`src/hdl/dou_pkg.sv`:
```
// ----------------------------------------------------------------------------
// dou_pkg - shared types and constants of the odometry update block
// Field widths, register indexes, item kinds, sequencer states and the
// builder of the quarter-wave sine table.
// ----------------------------------------------------------------------------
`timescale 1ns / 1ps

package dou_pkg;

  // Field widths
  localparam int HEADING_W = 9;
  localparam int DELTA_W   = 16;
  localparam int DSUM_W    = DELTA_W + 1;
  localparam int IPD_W     = 20;
  localparam int POS_W     = 32;
  localparam int CFG_IDX_W = 2;
  localparam int CFG_DAT_W = 32;

  // Parameter defaults
  localparam int POS_FRAC_BITS_DEF  = 16;
  localparam int TRIG_FRAC_BITS_DEF = 15;
  localparam int TRIG_FRAC_BITS_MAX = 17;

  // Two-entry queue between front and back
  localparam int QUEUE_DEPTH = 2;

  // Register indexes
  localparam logic [CFG_IDX_W-1:0] CFG_INCHES_PER_DEGREE = 2'd0;
  localparam logic [CFG_IDX_W-1:0] CFG_START_X           = 2'd1;
  localparam logic [CFG_IDX_W-1:0] CFG_START_Y           = 2'd2;

  // Register reset values
  localparam logic [IPD_W-1:0]        IPD_RESET     = 20'd60394;
  localparam logic signed [POS_W-1:0] START_X_RESET = 32'sd2359296;
  localparam logic signed [POS_W-1:0] START_Y_RESET = 32'sd0;

  // Angle constants in degrees
  localparam int DEG_QUARTER = 90;
  localparam int DEG_HALF    = 180;
  localparam int DEG_FULL    = 360;
  localparam int DEG_ROTATE  = 450;

  // pi in Q.30
  localparam longint unsigned PI_Q30 = 64'd3373259426;

  typedef enum logic {
    OP_MOVE    = 1'b0,
    OP_RESTART = 1'b1
  } dou_op_t;

  typedef enum logic [3:0] {
    ST_IDLE,
    ST_MOVE,
    ST_X_LO,
    ST_X_HI,
    ST_Y_LO,
    ST_Y_HI,
    ST_Y_SUM,
    ST_Y_ADD,
    ST_DONE
  } dou_state_t;

  // Sine magnitudes for 0..90 degrees, widest supported fraction
  typedef logic [TRIG_FRAC_BITS_MAX-1:0] trig_rom_t [0:DEG_QUARTER];

  // Unsigned shift-subtract quotient, used only while building the table
  function automatic longint unsigned udiv64(input longint unsigned num,
                                             input longint unsigned den);
    longint unsigned quo;
    longint unsigned rem;
    int              i;
    quo = 0;
    rem = 0;
    for (i = 63; i >= 0; i--) begin
      rem = {rem[62:0], num[i]};
      if (rem >= den) begin
        rem    = rem - den;
        quo[i] = 1'b1;
      end
    end
    return quo;
  endfunction

  // Sine in Q.30 from a ten-term Taylor series, products truncated
  function automatic longint sin_q30(input int unsigned d);
    longint unsigned x;
    longint unsigned x2;
    longint unsigned term;
    longint unsigned pos;
    longint unsigned neg;
    int unsigned     k;
    x    = udiv64(64'(d) * PI_Q30, 64'(DEG_HALF));
    x2   = (x * x) >> 30;
    term = x;
    pos  = 0;
    neg  = 0;
    for (k = 0; k < 10; k++) begin
      if (k[0]) begin
        neg = neg + term;
      end else begin
        pos = pos + term;
      end
      term = udiv64((term * x2) >> 30, 64'((2 * k + 2) * (2 * k + 3)));
    end
    return longint'(pos) - longint'(neg);
  endfunction

  // Round each entry to tfb fraction bits and clamp it between zero and the Q1 maximum
  function automatic trig_rom_t build_trig_rom(input int unsigned tfb);
    trig_rom_t   rom;
    longint      v;
    longint      r;
    longint      lim;
    int unsigned d;
    lim = (longint'(1) << tfb) - 1;
    for (d = 0; d <= DEG_QUARTER; d++) begin
      v = sin_q30(d);
      r = (v + (longint'(1) << (29 - tfb))) >>> (30 - tfb);
      if (r > lim) begin
        r = lim;
      end
      if (r < 0) begin
        r = 0;
      end
      rom[d] = TRIG_FRAC_BITS_MAX'(r);
    end
    return rom;
  endfunction

endpackage

```
`src/hdl/dou_in_if.sv`:
```
// ----------------------------------------------------------------------------
// dou_in_if - input item channel
// Heading, encoder changes and restart flag with valid/ready.
// ----------------------------------------------------------------------------
`timescale 1ns / 1ps

interface dou_in_if;
  import dou_pkg::*;

  logic                        valid;
  logic                        ready;
  logic [HEADING_W-1:0]        compass_heading;
  logic signed [DELTA_W-1:0]   left_delta;
  logic signed [DELTA_W-1:0]   right_delta;
  logic                        restart;

  modport source (
    output valid, compass_heading, left_delta, right_delta, restart,
    input  ready
  );

  modport sink (
    input  valid, compass_heading, left_delta, right_delta, restart,
    output ready
  );
endinterface

```
`src/hdl/dou_out_if.sv`:
```
// ----------------------------------------------------------------------------
// dou_out_if - result item channel
// Updated position and the math angle used, with valid/ready.
// ----------------------------------------------------------------------------
`timescale 1ns / 1ps

interface dou_out_if;
  import dou_pkg::*;

  logic                      valid;
  logic                      ready;
  logic signed [POS_W-1:0]   x_position;
  logic signed [POS_W-1:0]   y_position;
  logic [HEADING_W-1:0]      heading_used;

  modport source (
    output valid, x_position, y_position, heading_used,
    input  ready
  );

  modport sink (
    input  valid, x_position, y_position, heading_used,
    output ready
  );
endinterface

```
`src/hdl/dou_cfg_if.sv`:
```
// ----------------------------------------------------------------------------
// dou_cfg_if - configuration write channel
// Register index and write data with valid/ready.
// ----------------------------------------------------------------------------
`timescale 1ns / 1ps

interface dou_cfg_if;
  import dou_pkg::*;

  logic                  valid;
  logic                  ready;
  logic [CFG_IDX_W-1:0]  index;
  logic [CFG_DAT_W-1:0]  data;

  modport source (
    output valid, index, data,
    input  ready
  );

  modport sink (
    input  valid, index, data,
    output ready
  );
endinterface

```
`src/hdl/differential_odometry_update.sv`:
```
// ----------------------------------------------------------------------------
// differential_odometry_update - dead-reckoning position integrator
// Each item carries a clockwise compass heading and left/right encoder
// changes; the block turns the heading into a math angle, scales the mean
// encoder change to inches and adds its cos/sin projections to saturating
// Q16.16 X/Y positions, giving one result item per input item. A restart
// item reloads the start position instead. In the back end a move item
// uses one shared multiplier five times (scale, then low and high partial
// products for cos and for sin) plus rounding, saturation and the output
// load; a restart item goes straight to the output load. A two-entry
// queue in front lets up to two more items be taken while one is worked
// on, and the result register lets the back end finish an item while the
// previous result still waits downstream. Configuration writes are taken
// every cycle and must only be issued while the block is idle.
// ----------------------------------------------------------------------------
`timescale 1ns / 1ps

module differential_odometry_update #(
  parameter int POS_FRAC_BITS  = dou_pkg::POS_FRAC_BITS_DEF,
  parameter int TRIG_FRAC_BITS = dou_pkg::TRIG_FRAC_BITS_DEF
) (
  input  logic        clk,
  input  logic        rst_n,
  dou_in_if.sink      in_chan,
  dou_out_if.source   out_chan,
  dou_cfg_if.sink     cfg_chan
);
  import dou_pkg::*;

  // Queue entry: kind, math angle, encoder sum, cos, sin
  localparam int ENT_W = 1 + HEADING_W + DSUM_W + 2 * (TRIG_FRAC_BITS + 1);

  logic             push_valid;
  logic             push_ready;
  logic [ENT_W-1:0] push_data;
  logic             pop_valid;
  logic             pop_ready;
  logic [ENT_W-1:0] pop_data;

  // Front: classify the item, wrap the angle and fetch trig values
  dou_front #(
    .TRIG_FRAC_BITS (TRIG_FRAC_BITS)
  ) u_front (
    .in_chan    (in_chan),
    .push_valid (push_valid),
    .push_ready (push_ready),
    .push_data  (push_data)
  );

  // Hold classified items while the sequencer is busy
  dou_queue #(
    .DATA_W (ENT_W),
    .DEPTH  (QUEUE_DEPTH)
  ) u_queue (
    .clk        (clk),
    .rst_n      (rst_n),
    .push_valid (push_valid),
    .push_ready (push_ready),
    .push_data  (push_data),
    .pop_valid  (pop_valid),
    .pop_ready  (pop_ready),
    .pop_data   (pop_data)
  );

  // Back: integrate, saturate and present the result
  dou_back #(
    .POS_FRAC_BITS  (POS_FRAC_BITS),
    .TRIG_FRAC_BITS (TRIG_FRAC_BITS)
  ) u_back (
    .clk       (clk),
    .rst_n     (rst_n),
    .pop_valid (pop_valid),
    .pop_ready (pop_ready),
    .pop_data  (pop_data),
    .cfg_chan  (cfg_chan),
    .out_chan  (out_chan)
  );

endmodule

```
`src/hdl/dou_front.sv`:
```
// ----------------------------------------------------------------------------
// dou_front - item classifier
// Map compass heading to math angle, look up cos/sin, sum encoder changes
// and pack one queue entry per item.
// ----------------------------------------------------------------------------
`timescale 1ns / 1ps

module dou_front #(
  parameter int TRIG_FRAC_BITS = dou_pkg::TRIG_FRAC_BITS_DEF
) (
  dou_in_if.sink                                         in_chan,
  output logic                                           push_valid,
  input  logic                                           push_ready,
  output logic [dou_pkg::HEADING_W + dou_pkg::DSUM_W
                + 2 * (TRIG_FRAC_BITS + 1):0]            push_data
);
  import dou_pkg::*;

  localparam int TRIG_W = TRIG_FRAC_BITS + 1;
  localparam trig_rom_t TRIG_ROM = build_trig_rom(TRIG_FRAC_BITS);

  // Signed sine of an angle in 0..359 via quarter-wave symmetry
  function automatic logic signed [TRIG_W-1:0] trig_at(input logic [HEADING_W-1:0] a);
    logic                       neg;
    logic [HEADING_W-1:0]       m;
    logic [HEADING_W-1:0]       idx;
    logic signed [TRIG_W-1:0]   mag;
    neg = (a >= HEADING_W'(DEG_HALF));
    m   = neg ? (a - HEADING_W'(DEG_HALF)) : a;
    idx = (m <= HEADING_W'(DEG_QUARTER)) ? m : (HEADING_W'(DEG_HALF) - m);
    mag = $signed({1'b0, TRIG_ROM[idx[6:0]][TRIG_FRAC_BITS-1:0]});
    return neg ? -mag : mag;
  endfunction

  logic signed [HEADING_W+1:0]  rot;
  logic signed [HEADING_W+1:0]  rot_wrap;
  logic [HEADING_W-1:0]         ang;
  logic [HEADING_W:0]           cos_ang_ext;
  logic [HEADING_W-1:0]         cos_ang;
  logic signed [DSUM_W-1:0]     dsum;
  logic signed [TRIG_W-1:0]     cos_val;
  logic signed [TRIG_W-1:0]     sin_val;
  dou_op_t                      op;

  always_comb begin
    // Clockwise compass to counterclockwise math angle, wrapped to 0..359
    rot = (HEADING_W+2)'(DEG_ROTATE) - $signed({2'b00, in_chan.compass_heading});
    if (rot >= (HEADING_W+2)'(DEG_FULL)) begin
      rot_wrap = rot - (HEADING_W+2)'(DEG_FULL);
    end else if (rot < 0) begin
      rot_wrap = rot + (HEADING_W+2)'(DEG_FULL);
    end else begin
      rot_wrap = rot;
    end
    ang = rot_wrap[HEADING_W-1:0];

    // cos(a) = sin(a + 90)
    cos_ang_ext = {1'b0, ang} + (HEADING_W+1)'(DEG_QUARTER);
    if (cos_ang_ext >= (HEADING_W+1)'(DEG_FULL)) begin
      cos_ang_ext = cos_ang_ext - (HEADING_W+1)'(DEG_FULL);
    end
    cos_ang = cos_ang_ext[HEADING_W-1:0];

    cos_val = trig_at(cos_ang);
    sin_val = trig_at(ang);
    dsum    = {in_chan.left_delta[DELTA_W-1], in_chan.left_delta}
            + {in_chan.right_delta[DELTA_W-1], in_chan.right_delta};
    op      = in_chan.restart ? OP_RESTART : OP_MOVE;
  end

  assign push_valid    = in_chan.valid;
  assign in_chan.ready = push_ready;
  assign push_data     = {op, ang, dsum, cos_val, sin_val};

endmodule

```
`src/hdl/dou_queue.sv`:
```
// ----------------------------------------------------------------------------
// dou_queue - short FIFO between classifier and sequencer
// Lets the front take items while the back is busy.
// ----------------------------------------------------------------------------
`timescale 1ns / 1ps

module dou_queue #(
  parameter int DATA_W = 8,
  parameter int DEPTH  = dou_pkg::QUEUE_DEPTH
) (
  input  logic              clk,
  input  logic              rst_n,
  input  logic              push_valid,
  output logic              push_ready,
  input  logic [DATA_W-1:0] push_data,
  output logic              pop_valid,
  input  logic              pop_ready,
  output logic [DATA_W-1:0] pop_data
);
  localparam int PTR_W = (DEPTH > 1) ? $clog2(DEPTH) : 1;
  localparam int CNT_W = $clog2(DEPTH + 1);

  logic [DATA_W-1:0] slot_r [0:DEPTH-1];
  logic [PTR_W-1:0]  wptr_r;
  logic [PTR_W-1:0]  wptr_nxt;
  logic [PTR_W-1:0]  rptr_r;
  logic [PTR_W-1:0]  rptr_nxt;
  logic [CNT_W-1:0]  count_r;
  logic [CNT_W-1:0]  count_nxt;
  logic              do_push;
  logic              do_pop;

  assign push_ready = (count_r != CNT_W'(DEPTH));
  assign pop_valid  = (count_r != '0);
  assign pop_data   = slot_r[rptr_r];
  assign do_push    = push_valid && push_ready;
  assign do_pop     = pop_valid && pop_ready;

  always_comb begin
    wptr_nxt  = wptr_r;
    rptr_nxt  = rptr_r;
    count_nxt = count_r;
    if (do_push) begin
      wptr_nxt = (wptr_r == PTR_W'(DEPTH - 1)) ? '0 : wptr_r + 1'b1;
    end
    if (do_pop) begin
      rptr_nxt = (rptr_r == PTR_W'(DEPTH - 1)) ? '0 : rptr_r + 1'b1;
    end
    if (do_push && !do_pop) begin
      count_nxt = count_r + 1'b1;
    end else if (do_pop && !do_push) begin
      count_nxt = count_r - 1'b1;
    end
  end

  always_ff @(posedge clk) begin
    if (!rst_n) begin
      wptr_r  <= '0;
      rptr_r  <= '0;
      count_r <= '0;
    end else begin
      wptr_r  <= wptr_nxt;
      rptr_r  <= rptr_nxt;
      count_r <= count_nxt;
    end
  end

  always_ff @(posedge clk) begin
    if (do_push) begin
      slot_r[wptr_r] <= push_data;
    end
  end

endmodule

```
`src/hdl/dou_back.sv`:
```
// ----------------------------------------------------------------------------
// dou_back - integration sequencer
// Holds configuration and position, runs each move through one shared
// multiplier, rounds, saturates and presents the result item.
// ----------------------------------------------------------------------------
`timescale 1ns / 1ps

module dou_back #(
  parameter int POS_FRAC_BITS  = dou_pkg::POS_FRAC_BITS_DEF,
  parameter int TRIG_FRAC_BITS = dou_pkg::TRIG_FRAC_BITS_DEF
) (
  input  logic                                           clk,
  input  logic                                           rst_n,
  input  logic                                           pop_valid,
  output logic                                           pop_ready,
  input  logic [dou_pkg::HEADING_W + dou_pkg::DSUM_W
                + 2 * (TRIG_FRAC_BITS + 1):0]            pop_data,
  dou_cfg_if.sink                                        cfg_chan,
  dou_out_if.source                                      out_chan
);
  import dou_pkg::*;

  localparam int TRIG_W  = TRIG_FRAC_BITS + 1;
  localparam int MOVE_W  = DSUM_W + IPD_W + 1;           // sum times scale
  localparam int LO_W    = (MOVE_W + 1) / 2;
  localparam int HI_W    = MOVE_W - LO_W;
  localparam int MA_W    = LO_W + 1;
  localparam int MB_W    = (IPD_W + 1 > TRIG_W) ? IPD_W + 1 : TRIG_W;
  localparam int MUL_W   = MA_W + MB_W;
  localparam int P_W     = MOVE_W + TRIG_W;              // full move times trig
  localparam int SHIFT   = 21 + TRIG_FRAC_BITS - POS_FRAC_BITS;
  localparam int R_W     = P_W + 1 - SHIFT;
  localparam int SUM_W   = ((R_W > POS_W) ? R_W : POS_W) + 1;
  localparam logic [P_W:0] HALF = {{P_W{1'b0}}, 1'b1} << (SHIFT - 1);

  // Add a rounded move to a position and clamp to 32 bits
  function automatic logic signed [POS_W-1:0] sat_add(
    input logic signed [POS_W-1:0] acc,
    input logic [P_W:0]            p
  );
    logic [R_W-1:0]           rnd;
    logic signed [SUM_W-1:0]  s;
    rnd = p[P_W:SHIFT];
    s   = $signed({{(SUM_W-POS_W){acc[POS_W-1]}}, acc})
        + $signed({{(SUM_W-R_W){rnd[R_W-1]}}, rnd});
    if ((&s[SUM_W-1:POS_W-1]) || !(|s[SUM_W-1:POS_W-1])) begin
      return s[POS_W-1:0];
    end else if (s[SUM_W-1]) begin
      return {1'b1, {(POS_W-1){1'b0}}};
    end else begin
      return {1'b0, {(POS_W-1){1'b1}}};
    end
  endfunction

  // Merge the low and high partial products and add the rounding half
  function automatic logic [P_W:0] merge(
    input logic [MUL_W-1:0] lo,
    input logic [MUL_W-1:0] hi
  );
    logic [P_W:0] lo_ext;
    logic [P_W:0] hi_ext;
    lo_ext = {{(P_W+1-MUL_W){lo[MUL_W-1]}}, lo};
    hi_ext = {{(P_W+1-MUL_W){hi[MUL_W-1]}}, hi};
    return lo_ext + (hi_ext << LO_W) + HALF;
  endfunction

  // Queue entry fields
  dou_op_t                    ent_op;
  logic [HEADING_W-1:0]       ent_ang;
  logic [DSUM_W-1:0]          ent_sum;
  logic [TRIG_W-1:0]          ent_cos;
  logic [TRIG_W-1:0]          ent_sin;

  assign ent_sin = pop_data[TRIG_W-1:0];
  assign ent_cos = pop_data[2*TRIG_W-1:TRIG_W];
  assign ent_sum = pop_data[2*TRIG_W+DSUM_W-1:2*TRIG_W];
  assign ent_ang = pop_data[2*TRIG_W+DSUM_W+HEADING_W-1:2*TRIG_W+DSUM_W];
  assign ent_op  = dou_op_t'(pop_data[2*TRIG_W+DSUM_W+HEADING_W]);

  dou_state_t                 state_r, state_nxt;
  logic                       out_valid_r, out_valid_nxt;
  logic signed [POS_W-1:0]    x_acc_r, x_acc_nxt;
  logic signed [POS_W-1:0]    y_acc_r, y_acc_nxt;
  logic [IPD_W-1:0]           ipd_r;
  logic signed [POS_W-1:0]    start_x_r;
  logic signed [POS_W-1:0]    start_y_r;

  logic [HEADING_W-1:0]       ang_r, ang_nxt;
  logic [DSUM_W-1:0]          sum_r, sum_nxt;
  logic [TRIG_W-1:0]          cos_r, cos_nxt;
  logic [TRIG_W-1:0]          sin_r, sin_nxt;
  logic [MOVE_W-1:0]          move_r, move_nxt;
  logic [MUL_W-1:0]           prod_r, prod_nxt;
  logic [MUL_W-1:0]           lo_r, lo_nxt;
  logic [P_W:0]               p_r, p_nxt;
  logic signed [POS_W-1:0]    out_x_r, out_x_nxt;
  logic signed [POS_W-1:0]    out_y_r, out_y_nxt;
  logic [HEADING_W-1:0]       out_head_r, out_head_nxt;

  logic signed [MA_W-1:0]     mul_a;
  logic signed [MB_W-1:0]     mul_b;
  logic signed [MUL_W-1:0]    mul_p;
  logic [TRIG_W-1:0]          trig_sel;

  // Shared multiplier: operands chosen by sequencer step
  always_comb begin
    trig_sel = ((state_r == ST_Y_LO) || (state_r == ST_Y_HI)) ? sin_r : cos_r;
    case (state_r)
      ST_MOVE: begin
        mul_a = $signed({{(MA_W-DSUM_W){sum_r[DSUM_W-1]}}, sum_r});
        mul_b = $signed({{(MB_W-IPD_W){1'b0}}, ipd_r});
      end
      ST_X_LO, ST_Y_LO: begin
        mul_a = $signed({{(MA_W-LO_W){1'b0}}, move_r[LO_W-1:0]});
        mul_b = $signed({{(MB_W-TRIG_W){trig_sel[TRIG_W-1]}}, trig_sel});
      end
      ST_X_HI, ST_Y_HI: begin
        mul_a = $signed({{(MA_W-HI_W){move_r[MOVE_W-1]}}, move_r[MOVE_W-1:LO_W]});
        mul_b = $signed({{(MB_W-TRIG_W){trig_sel[TRIG_W-1]}}, trig_sel});
      end
      default: begin
        mul_a = '0;
        mul_b = '0;
      end
    endcase
    mul_p = mul_a * mul_b;
  end

  always_comb begin
    state_nxt     = state_r;
    out_valid_nxt = out_valid_r && !out_chan.ready;
    x_acc_nxt     = x_acc_r;
    y_acc_nxt     = y_acc_r;
    ang_nxt       = ang_r;
    sum_nxt       = sum_r;
    cos_nxt       = cos_r;
    sin_nxt       = sin_r;
    move_nxt      = move_r;
    prod_nxt      = prod_r;
    lo_nxt        = lo_r;
    p_nxt         = p_r;
    out_x_nxt     = out_x_r;
    out_y_nxt     = out_y_r;
    out_head_nxt  = out_head_r;
    pop_ready     = 1'b0;

    case (state_r)
      ST_IDLE: begin
        pop_ready = 1'b1;
        if (pop_valid) begin
          ang_nxt = ent_ang;
          sum_nxt = ent_sum;
          cos_nxt = ent_cos;
          sin_nxt = ent_sin;
          if (ent_op == OP_RESTART) begin
            x_acc_nxt = start_x_r;
            y_acc_nxt = start_y_r;
            state_nxt = ST_DONE;
          end else begin
            state_nxt = ST_MOVE;
          end
        end
      end
      ST_MOVE: begin
        move_nxt  = mul_p[MOVE_W-1:0];
        state_nxt = ST_X_LO;
      end
      ST_X_LO: begin
        prod_nxt  = mul_p;
        state_nxt = ST_X_HI;
      end
      ST_X_HI: begin
        lo_nxt    = prod_r;
        prod_nxt  = mul_p;
        state_nxt = ST_Y_LO;
      end
      ST_Y_LO: begin
        p_nxt     = merge(lo_r, prod_r);
        prod_nxt  = mul_p;
        state_nxt = ST_Y_HI;
      end
      ST_Y_HI: begin
        x_acc_nxt = sat_add(x_acc_r, p_r);
        lo_nxt    = prod_r;
        prod_nxt  = mul_p;
        state_nxt = ST_Y_SUM;
      end
      ST_Y_SUM: begin
        p_nxt     = merge(lo_r, prod_r);
        state_nxt = ST_Y_ADD;
      end
      ST_Y_ADD: begin
        y_acc_nxt = sat_add(y_acc_r, p_r);
        state_nxt = ST_DONE;
      end
      ST_DONE: begin
        // Load the output register once the previous result is gone
        if (!out_valid_r || out_chan.ready) begin
          out_x_nxt     = x_acc_r;
          out_y_nxt     = y_acc_r;
          out_head_nxt  = ang_r;
          out_valid_nxt = 1'b1;
          state_nxt     = ST_IDLE;
        end
      end
      default: begin
        state_nxt = ST_IDLE;
      end
    endcase
  end

  always_ff @(posedge clk) begin
    if (!rst_n) begin
      state_r     <= ST_IDLE;
      out_valid_r <= 1'b0;
      x_acc_r     <= START_X_RESET;
      y_acc_r     <= START_Y_RESET;
    end else begin
      state_r     <= state_nxt;
      out_valid_r <= out_valid_nxt;
      x_acc_r     <= x_acc_nxt;
      y_acc_r     <= y_acc_nxt;
    end
  end

  always_ff @(posedge clk) begin
    ang_r      <= ang_nxt;
    sum_r      <= sum_nxt;
    cos_r      <= cos_nxt;
    sin_r      <= sin_nxt;
    move_r     <= move_nxt;
    prod_r     <= prod_nxt;
    lo_r       <= lo_nxt;
    p_r        <= p_nxt;
    out_x_r    <= out_x_nxt;
    out_y_r    <= out_y_nxt;
    out_head_r <= out_head_nxt;
  end

  // Configuration registers; unknown indexes drop
  always_ff @(posedge clk) begin
    if (!rst_n) begin
      ipd_r     <= IPD_RESET;
      start_x_r <= START_X_RESET;
      start_y_r <= START_Y_RESET;
    end else if (cfg_chan.valid) begin
      case (cfg_chan.index)
        CFG_INCHES_PER_DEGREE: ipd_r     <= cfg_chan.data[IPD_W-1:0];
        CFG_START_X:           start_x_r <= $signed(cfg_chan.data[POS_W-1:0]);
        CFG_START_Y:           start_y_r <= $signed(cfg_chan.data[POS_W-1:0]);
        default: begin
        end
      endcase
    end
  end

  assign cfg_chan.ready        = 1'b1;
  assign out_chan.valid        = out_valid_r;
  assign out_chan.x_position   = out_x_r;
  assign out_chan.y_position   = out_y_r;
  assign out_chan.heading_used = out_head_r;

endmodule

```
`src/flat_wrapper.sv`:
```
// flat-port wrapper written by rule: the top's interface ports become plain ports
module differential_odometry_update_flat import dou_pkg::*;
#(
  parameter int POS_FRAC_BITS  = dou_pkg::POS_FRAC_BITS_DEF,
  parameter int TRIG_FRAC_BITS = dou_pkg::TRIG_FRAC_BITS_DEF
)
  (clk, rst_n, in_chan_valid, in_chan_compass_heading, in_chan_left_delta, in_chan_right_delta, in_chan_restart, in_chan_ready, out_chan_valid, out_chan_x_position, out_chan_y_position, out_chan_heading_used, out_chan_ready, cfg_chan_valid, cfg_chan_index, cfg_chan_data, cfg_chan_ready);
  dou_in_if in_chan_i ();
  dou_out_if out_chan_i ();
  dou_cfg_if cfg_chan_i ();
  input  logic clk;
  input  logic rst_n;
  input wire logic [$bits(in_chan_i.valid)-1:0] in_chan_valid;
  input wire logic [$bits(in_chan_i.compass_heading)-1:0] in_chan_compass_heading;
  input wire logic [$bits(in_chan_i.left_delta)-1:0] in_chan_left_delta;
  input wire logic [$bits(in_chan_i.right_delta)-1:0] in_chan_right_delta;
  input wire logic [$bits(in_chan_i.restart)-1:0] in_chan_restart;
  output wire logic [$bits(in_chan_i.ready)-1:0] in_chan_ready;
  output wire logic [$bits(out_chan_i.valid)-1:0] out_chan_valid;
  output wire logic [$bits(out_chan_i.x_position)-1:0] out_chan_x_position;
  output wire logic [$bits(out_chan_i.y_position)-1:0] out_chan_y_position;
  output wire logic [$bits(out_chan_i.heading_used)-1:0] out_chan_heading_used;
  input wire logic [$bits(out_chan_i.ready)-1:0] out_chan_ready;
  input wire logic [$bits(cfg_chan_i.valid)-1:0] cfg_chan_valid;
  input wire logic [$bits(cfg_chan_i.index)-1:0] cfg_chan_index;
  input wire logic [$bits(cfg_chan_i.data)-1:0] cfg_chan_data;
  output wire logic [$bits(cfg_chan_i.ready)-1:0] cfg_chan_ready;
  assign in_chan_i.valid = in_chan_valid;
  assign in_chan_i.compass_heading = in_chan_compass_heading;
  assign in_chan_i.left_delta = in_chan_left_delta;
  assign in_chan_i.right_delta = in_chan_right_delta;
  assign in_chan_i.restart = in_chan_restart;
  assign in_chan_ready = in_chan_i.ready;
  assign out_chan_valid = out_chan_i.valid;
  assign out_chan_x_position = out_chan_i.x_position;
  assign out_chan_y_position = out_chan_i.y_position;
  assign out_chan_heading_used = out_chan_i.heading_used;
  assign out_chan_i.ready = out_chan_ready;
  assign cfg_chan_i.valid = cfg_chan_valid;
  assign cfg_chan_i.index = cfg_chan_index;
  assign cfg_chan_i.data = cfg_chan_data;
  assign cfg_chan_ready = cfg_chan_i.ready;
  differential_odometry_update #(.POS_FRAC_BITS(POS_FRAC_BITS), .TRIG_FRAC_BITS(TRIG_FRAC_BITS)) u_core (.clk(clk), .rst_n(rst_n), .in_chan(in_chan_i), .out_chan(out_chan_i), .cfg_chan(cfg_chan_i));
endmodule
```
`config.mk`:
```
export PLATFORM = sky130hd
export DESIGN_NAME = differential_odometry_update_flat
export DESIGN_NICKNAME = d
export VERILOG_FILES = /design/src/hdl/dou_pkg.sv /design/src/hdl/dou_in_if.sv /design/src/hdl/dou_out_if.sv /design/src/hdl/dou_cfg_if.sv /design/src/hdl/differential_odometry_update.sv /design/src/hdl/dou_front.sv /design/src/hdl/dou_queue.sv /design/src/hdl/dou_back.sv /design/src/flat_wrapper.sv
export SDC_FILE = /design/constraint.sdc
export NUM_CORES = 2
export LEC_CHECK = 0
export BUFFER_PORTS_ARGS = -buffer_cell sky130_fd_sc_hd__buf_2
export CAP_MARGIN = 30
export CORE_UTILIZATION = 58
export DETAILED_ROUTE_END_ITERATION = 10
export PLACE_DENSITY = 0.84
export RECOVER_POWER = 50
export SETUP_SLACK_MARGIN = 0.15
export SYNTH_ARGS = -nofsm -noshare
export SYNTH_HDL_FRONTEND = slang
export SYNTH_SLANG_ARGS = --single-unit
```
`constraint.sdc`:
```
create_clock -name clk -period 9.9 [get_ports clk]
set_input_delay 1.98 -clock clk [delete_from_list [all_inputs] [get_ports clk]]
set_output_delay 1.98 -clock clk [all_outputs]
set_load 0.02 [all_outputs]
```
## Word level (Yosys, flattened, before mapping)

Memories as Yosys holds them, arrays and structs flattened. A register that Yosys moved wholly into a read port is not among the register bits.
Index checks and enable logic that the tools add are counted.

- Input bits: 81
- Register bits after elaboration: 463
- Memories kept: 3
- Memory bits (read-only): 4,352
- Word-level logic and storage cells: 149
- RAM bits: 118

Memory list:

| name | words | bits a word | rd ports | clocked after Yosys merged registers in | wr ports | RTL line | source |
|---|---|---|---|---|---|---|---|
| (name not given) | 128 | 17 | 1 | 0 | 0 | dou_front.sv:31 | `mag = $signed({1'b0, TRIG_ROM[idx[6:0]][TRIG_FRAC_BITS-1:0]});` |
| (name not given) | 128 | 17 | 1 | 0 | 0 | dou_front.sv:31 |  |
| u_core.u_queue.slot_r | 2 | 59 | 1 | 1 | 1 | dou_queue.sv:23 | `logic [DATA_W-1:0] slot_r [0:DEPTH-1];` |

- Order comparisons: 9
- Muxes and demuxes: 42
- Bitwise gates (word level): 2
- Add/sub/neg operators: 20
- $mul: 1
- Equality and inequality tests: 14
- Reduce and logical (&&, ||, !) cells: 37

Operators by type and width:

| cell | number |
|---|---|
| two-way mux 32 bit | 8 |
| one-hot mux 32 bit (2 select lines) | 2 |
| adder 32 x 35 -> 36 bit | 2 |
| two-way mux 15 bit | 4 |
| one-hot mux 20 bit (3 select lines) | 1 |
| adder 55 x 20 -> 55 bit (second input constant) | 1 |
| adder 55 bit | 1 |
| two-way mux 16 bit | 3 |
| two-way mux 9 bit | 5 |
| one-hot mux 21 bit (2 select lines) | 1 |
| multiplier 20 x 21 -> 41 bit | 1 |
| one-hot mux 4 bit (9 select lines) | 1 |
| negation 15 -> 16 bit | 2 |
| greater-or-equal comparator 9 x 8 -> 1 bit (second input constant) | 2 |
| less-or-equal comparator 9 x 7 -> 1 bit (second input constant) | 2 |
| subtractor 9 x 8 -> 9 bit (second input constant) | 2 |
| subtractor 9 bit (second input constant) | 2 |
| adder 16 x 16 -> 17 bit | 1 |
| equality test 4 x 3 -> 1 bit (second input constant) | 4 |
| greater-or-equal comparator 8 bit (second input constant) | 2 |
| inverter 7 -> 8 bit | 2 |
| two-way mux 7 bit | 2 |
| subtractor 6 x 7 -> 7 bit (first input constant) | 2 |
| two-way mux 4 bit | 3 |
| 30 further kinds | 69 |

## Logic depth before layout (Yosys ltp)

- Word-level depth: 17
- Depth in mapped cells: 43
- Mapped depth without buffers: 40

## Cells and area by module

A second synthesis with hierarchy kept.

- Cell total of the unflattened synthesis: 5,266
- Area, all modules: 49,342.3 sq um

By module, submodules not included:

| module | area an instance (sq um) | cells each | instances | seq. area each (sq um) |
|---|---|---|---|---|
| dou_back | 36,588.8 | 3,772 | 1 | 11,080.6 |
| dou_front | 8,217.9 | 1,286 | 1 | 0.0 |
| dou_queue | 4,535.6 | 208 | 1 | 3,643.5 |

## Worst setup path before layout

OpenSTA, ideal clock, no wires.

- Path type: input-to-reg
- Start point: in in_chan_compass_heading[0]
- End point: mem u_core.u_queue.slot_r[0][30] (netlist name) (data pin)
- Data arrival time: 9,562 ps
- Library setup time: 266 ps
- Cell stages on the path: 36
- Path slack: 72 ps
- Path buffers: 8
- Cells stage by stage: buf_6 > inv_2 > clkbuf_1 > clkbuf_1 > ha_1 > inv_1 > clkbuf_1 > ha_1 > clkbuf_1 > xnor2_1 > ha_1 > nand3_1 > nor2_1 > a311o_2 > o211a_4 > o21ai_4 > mux2i_2 > o41ai_4 > o2111ai_2 > o211a_2 > o21ai_1 > nand2_1 > clkbuf_1 > ha_1 > clkbuf_1 > clkbuf_1 > a211oi_1 > nor4_1 > o22ai_1 > a31oi_1 > and3_1 > inv_1 > ha_1 > and4_1 > a41oi_2 > xnor2_1

- Word-level cells in the longest chain between the ends: 17

RTL lines:

| element | RTL line | source |
|---|---|---|
| from (decl) | flat_wrapper.sv:14 | `input wire logic [$bits(in_chan_i.compass_heading)-1:0] in_chan_compass_heading;` |
| subtractor 9 x 9 -> 10 bit * | dou_front.sv:47 | `rot = (HEADING_W+2)'(DEG_ROTATE) - $signed({2'b00, in_chan.compass_heading});` |
| adder 9 bit or less-than comparator 10 x 1 -> 1 bit (tied branches) | dou_front.sv:51, dou_front.sv:50 |  |
| two-way mux 9 bit | dou_front.sv:50 | `end else if (rot < 0) begin` |
| two-way mux 9 bit * | dou_front.sv:48 | `if (rot >= (HEADING_W+2)'(DEG_FULL)) begin` |
| via u_core.push_data[50] | differential_odometry_update.sv:35 | `logic [ENT_W-1:0] push_data;` |
| adder 9 x 7 -> 10 bit * | dou_front.sv:58 | `cos_ang_ext = {1'b0, ang} + (HEADING_W+1)'(DEG_QUARTER);` |
| subtractor 9 bit or greater-or-equal comparator 10 x 9 -> 1 bit (tied branches) | dou_front.sv:60, dou_front.sv:59 |  |
| two-way mux 9 bit * | dou_front.sv:59 | `if (cos_ang_ext >= (HEADING_W+1)'(DEG_FULL)) begin` |
| [2 not listed] | - |  |
| less-or-equal comparator 9 x 7 -> 1 bit or subtractor 6 x 7 -> 7 bit (tied branches) | dou_front.sv:30 | `idx = (m <= HEADING_W'(DEG_QUARTER)) ? m : (HEADING_W'(DEG_HALF) - m);` |
| two-way mux 7 bit | dou_front.sv:30 |  |
| inverter 7 -> 8 bit (implied by the code) | dou_front.sv:31 |  |
| memory (128 x 17 bit) | - |  |
| two-way mux 15 bit (implied by the code) (2 in a row) | dou_front.sv:31 |  |
| negation 15 -> 16 bit | dou_front.sv:32 | `return neg ? -mag : mag;` |
| two-way mux 16 bit * | dou_front.sv:32 |  |
| via u_core.push_data[30] | differential_odometry_update.sv:35 |  |
| to (decl) | dou_queue.sv:23 |  |

The timed path passes the listed nets; every way through them passes the cells marked *. The select of a mux whose other input is x is not followed.

## Worst setup path after layout

- Start point: reg u_core.u_back.state_r[2]
- End point: reg u_core.u_back.prod_r[40] (data pin)

- Word-level cells in the longest chain between the ends: 5

RTL lines:

| element | RTL line | source |
|---|---|---|
| from (decl) | dou_back.sv:80 | `dou_state_t state_r, state_nxt;` |
| from (signal assigned) | dou_back.sv:219 | `state_r <= state_nxt;` |
| equality test 4 x 3 -> 1 bit | dou_back.sv:107, dou_back.sv:108 |  |
| logical OR 1 bit | dou_back.sv:107 | `trig_sel = ((state_r == ST_Y_LO) \|\| (state_r == ST_Y_HI)) ? sin_r : cos_r;` |
| two-way mux 16 bit | dou_back.sv:107 |  |
| one-hot mux 21 bit (2 select lines) | dou_back.sv:108 | `case (state_r)` |
| multiplier 20 x 21 -> 41 bit * | dou_back.sv:126 | `mul_p = mul_a * mul_b;` |
| via u_core.u_back.mul_p[40] | dou_back.sv:102 | `logic signed [MUL_W-1:0] mul_p;` |
| to (signal assigned) | dou_back.sv:232 | `prod_r <= prod_nxt;` |
| to (decl) | dou_back.sv:93 | `logic [MUL_W-1:0] prod_r, prod_nxt;` |

The timed path passes the listed nets; every way through them passes the cells marked *.
A chain may end at the register's enable or synchronous reset.

==> reports/metrics.yaml <==
seq_area_frac_synth_pct: 30.98
grtUsageMet1_pct: 48.08
finalPower_mw: 15.92
setup_violations: 0
ys_types: 118
fin_area_um2: 52490
place.detailed.hpwl_mm: 115.7
globalplace.congestion: 0.9961
ys_seq_elements: 543
grt-ovfl-total: 0
regArea_um2: 14720
clk_latency_ps: 630
synth_flop_cell: "edfxtp_1"
avgViaCountPerCell: 6.334
finalCriticalPeriod_ps: 9544
drtIter0Drc: 4639
hold_viol_final: 0
cts_root_buf: "clkbuf_16"
io_buffer_count: 155
max_stage_delay_ps: 630
final_cell_mix: "nand2_1 (727), inv_1 (520), fa_1 (443)"
dieWidth_um: 288.3
critPathSlowestCell: "a22oi_1"
worstReg2RegEnd: "u_core.u_back.prod_r[40]"
status: "finished with violations"
tightest_slew_ps: 3615
timing.fmax_mhz: 104.8
cap_violations: 4
rows: 104
ant_nets: 0
syn_avg_cell_area_um2: 9.425
syn_nets: 5854
worstHoldStart: "u_core.u_back.ang_r[1]"
hold_path_class: "flop to flop"
numCtsBuffers: 53
drive_above_1_share_pct: 12.27
synth_async_sr_flop_share_pct: 0
crit_type: "flop to flop"
timing.slew.headroom_pct: -141.0
n_fill_cell: 6303
r2r_cells: 34
grt_busiest_layer: "met2"
end_kind: "flop"
coreArea_um2: 80810
antenna_found_initial: 2
peakVddDrop_mv: 0.2801
hold-path-cell-count: 0
grt.met3_usage_pct: 7.812
cp-start-kind: "flop"
holdPathEnd: "u_core.u_back.out_chan.heading_used[1]"
yosys_warnings: 0
synth_area_um2: 47530
cts_buffer_depth: 3
cts_sinks: 543
dp.cells: 6244
dieArea_um2: 83100
ctsHtreeMaxLevel: 2
finalHoldWorstSlack_ps: 396.2
layoutNonFillerInstCount: 6351
grt_pass1_vias: 40116
cp.arrival_ps: 9920
grt.total_usage_pct: 36.67
drc: 16
grtUsageMet2_pct: 57.85
dp_slack_ps: 5.233
r2r_start: "u_core.u_back.state_r[2]"
drt-pass1-iter-count: 11
mostFrequentLayoutCell: "nand2_1"
synth_edf_count: 385
critPathMostFrequentCell: "fa_1"
syn-instance-count: 5043
r2r_slack_ps: 360
placed_area_um2: 50620
die_y_um: 288.3
syn_to_final_growth_pct: 10.45
ioPinCount: 157
grt_pass1_wl_mm: 233.2
worst_slack_ps: 356.2
cts_tree: "built"
grt_start_max_net_pins: 69
vias: 40229
fin_util_pct: 64.96
p_leak_nw: 21.47
initial_core_util_pct: 58.82
power.density_nw_per_um2: 303.3
holdBufCountCts: 0
failed_checks: "design-rule violations, max-capacitance violations, max-slew violations"
tns_ps: 0
clk_pin_slew_ps: 70
cp_max_fo: 19
required_ps: 10280
grt_setup_unrepaired: "true"
slew_viol_final: 230
wl_mm: 151.9
finalCritPeriodShare_pct: 96.40
final_nets: 6056
wl_per_cell_um: 23.92
skew_ps: 41.03
multi_input_area_um2: 29860
==> report_power, final <==
part	total (mW)	leakage (nW)	internal, mW	switching [mW]
logic	10.1	15.8	3.51	6.57
registers	3.70	4.81	3.45	0.258
clock network	2.14	0.892	1.21	0.922
==> cells by family (layout without fill, tap and decap cells) <==
kind of cell	Yosys count	in the layout	synth area share, %
AO/OA/AOI/OAI	1121	1121	15.69
XOR/XNOR	212	212	3.986
adder cells (fa/ha/maj)	730	730	26.21
buffers and inverters	796	1043	6.507
flip-flops	543	543	30.98
multiplexers	112	112	2.604
other	1	2	0.007890
AND/OR/NAND/NOR	1528	1528	14.01
==> synthesized netlist by cell type (all sizes together), types with 41 or more instances <==
master / instances / area share (%)
a211oi: 49 / 0.83
a21oi: 333 / 3.5
a31oi: 53 / 0.74
and2: 57 / 0.75
buf: 56 / 0.66
clkbuf: 211 / 1.7
dfxtp: 158 / 6.7
edfxtp: 385 / 24
fa: 443 / 19
ha: 287 / 7.6
inv: 525 / 4.1
mux2: 70 / 1.7
mux2i: 41 / 0.90
nand2: 730 / 5.8
nand3: 95 / 1.0
nor2: 380 / 3.0
nor3: 81 / 0.87
o211ai: 45 / 0.75
o21ai: 234 / 2.5
xnor2: 164 / 3.1
xor2: 48 / 0.90
==> worst max-delay path: cells and delay by family, from the launching register on <==
kind                     cells  cell delay, ps
flip-flops                   1             380
buffers and inverters        6             600
AO/OA/AOI/OAI               12            3060
adder cells (fa/ha/maj)      8            3700
AND/OR/NAND/NOR              7            1410
XOR/XNOR                     1             140
==> worst max-delay path by stage <==
| stage | from | endpoint | slack (ps) |
|---|---|---|---|
| after floorplan | in_chan_compass_heading[0] | u_core.u_queue.slot_r[0][30] | 200 |
| after global placement | in_chan_compass_heading[2] | u_core.u_queue.slot_r[0][30] | 100 |
| after detailed placement | in_chan_compass_heading[2] | u_core.u_queue.slot_r[0][30] | 5 |
| after CTS | u_core.u_back.state_r[2] | u_core.u_back.prod_r[40] | 180 |
| after global routing | u_core.u_back.state_r[3] | u_core.u_back.prod_r[40] | 10 |
| final | u_core.u_back.state_r[2] | u_core.u_back.prod_r[40] | 360 |
==> state kept, by name (all words and copies together) (netlist names), 32 cells and up, named ones only <==
register	count
u_core.u_back.out_chan.x_position	32
u_core.u_queue.slot_r	118
u_core.u_back.prod_r	41
u_core.u_back.start_x_r	32
u_core.u_back.p_r	35
u_core.u_back.y_acc_r	32
u_core.u_back.start_y_r	32
u_core.u_back.x_acc_r	32
u_core.u_back.move_r	38
u_core.u_back.out_chan.y_position	32
==> cell type report <==
cell class | instances | area share, %
Antenna cell | 1 | 0.004767
Inverter | 529 | 3.785
Sequential cell | 543 | 28.05
Timing Repair Buffer | 414 | 5.244
Tap cell | 1060 | 2.527
Multi-Input combinational cell | 3704 | 56.88
Clock inverter | 36 | 0.8271
Clock buffer | 64 | 2.686
==> layer usage <==
layer | up-vias | wire length [um]
li1 | 17754 | -
met1 | 19532 | 57860
met2 | 2413 | 69030
met3 | 530 | 16410
met4 | 0 | 8614
met5 | - | 0
==> what timing repair did <==
item	in CTS	in global routing
pin swaps	1	0
endpoints found under the setup margin	2	17
hold endpoints to repair	0	0
gates resized for setup	2	10
buffers inserted	4	0
cloned	0	0
Power figures use the tool's default switching activity.
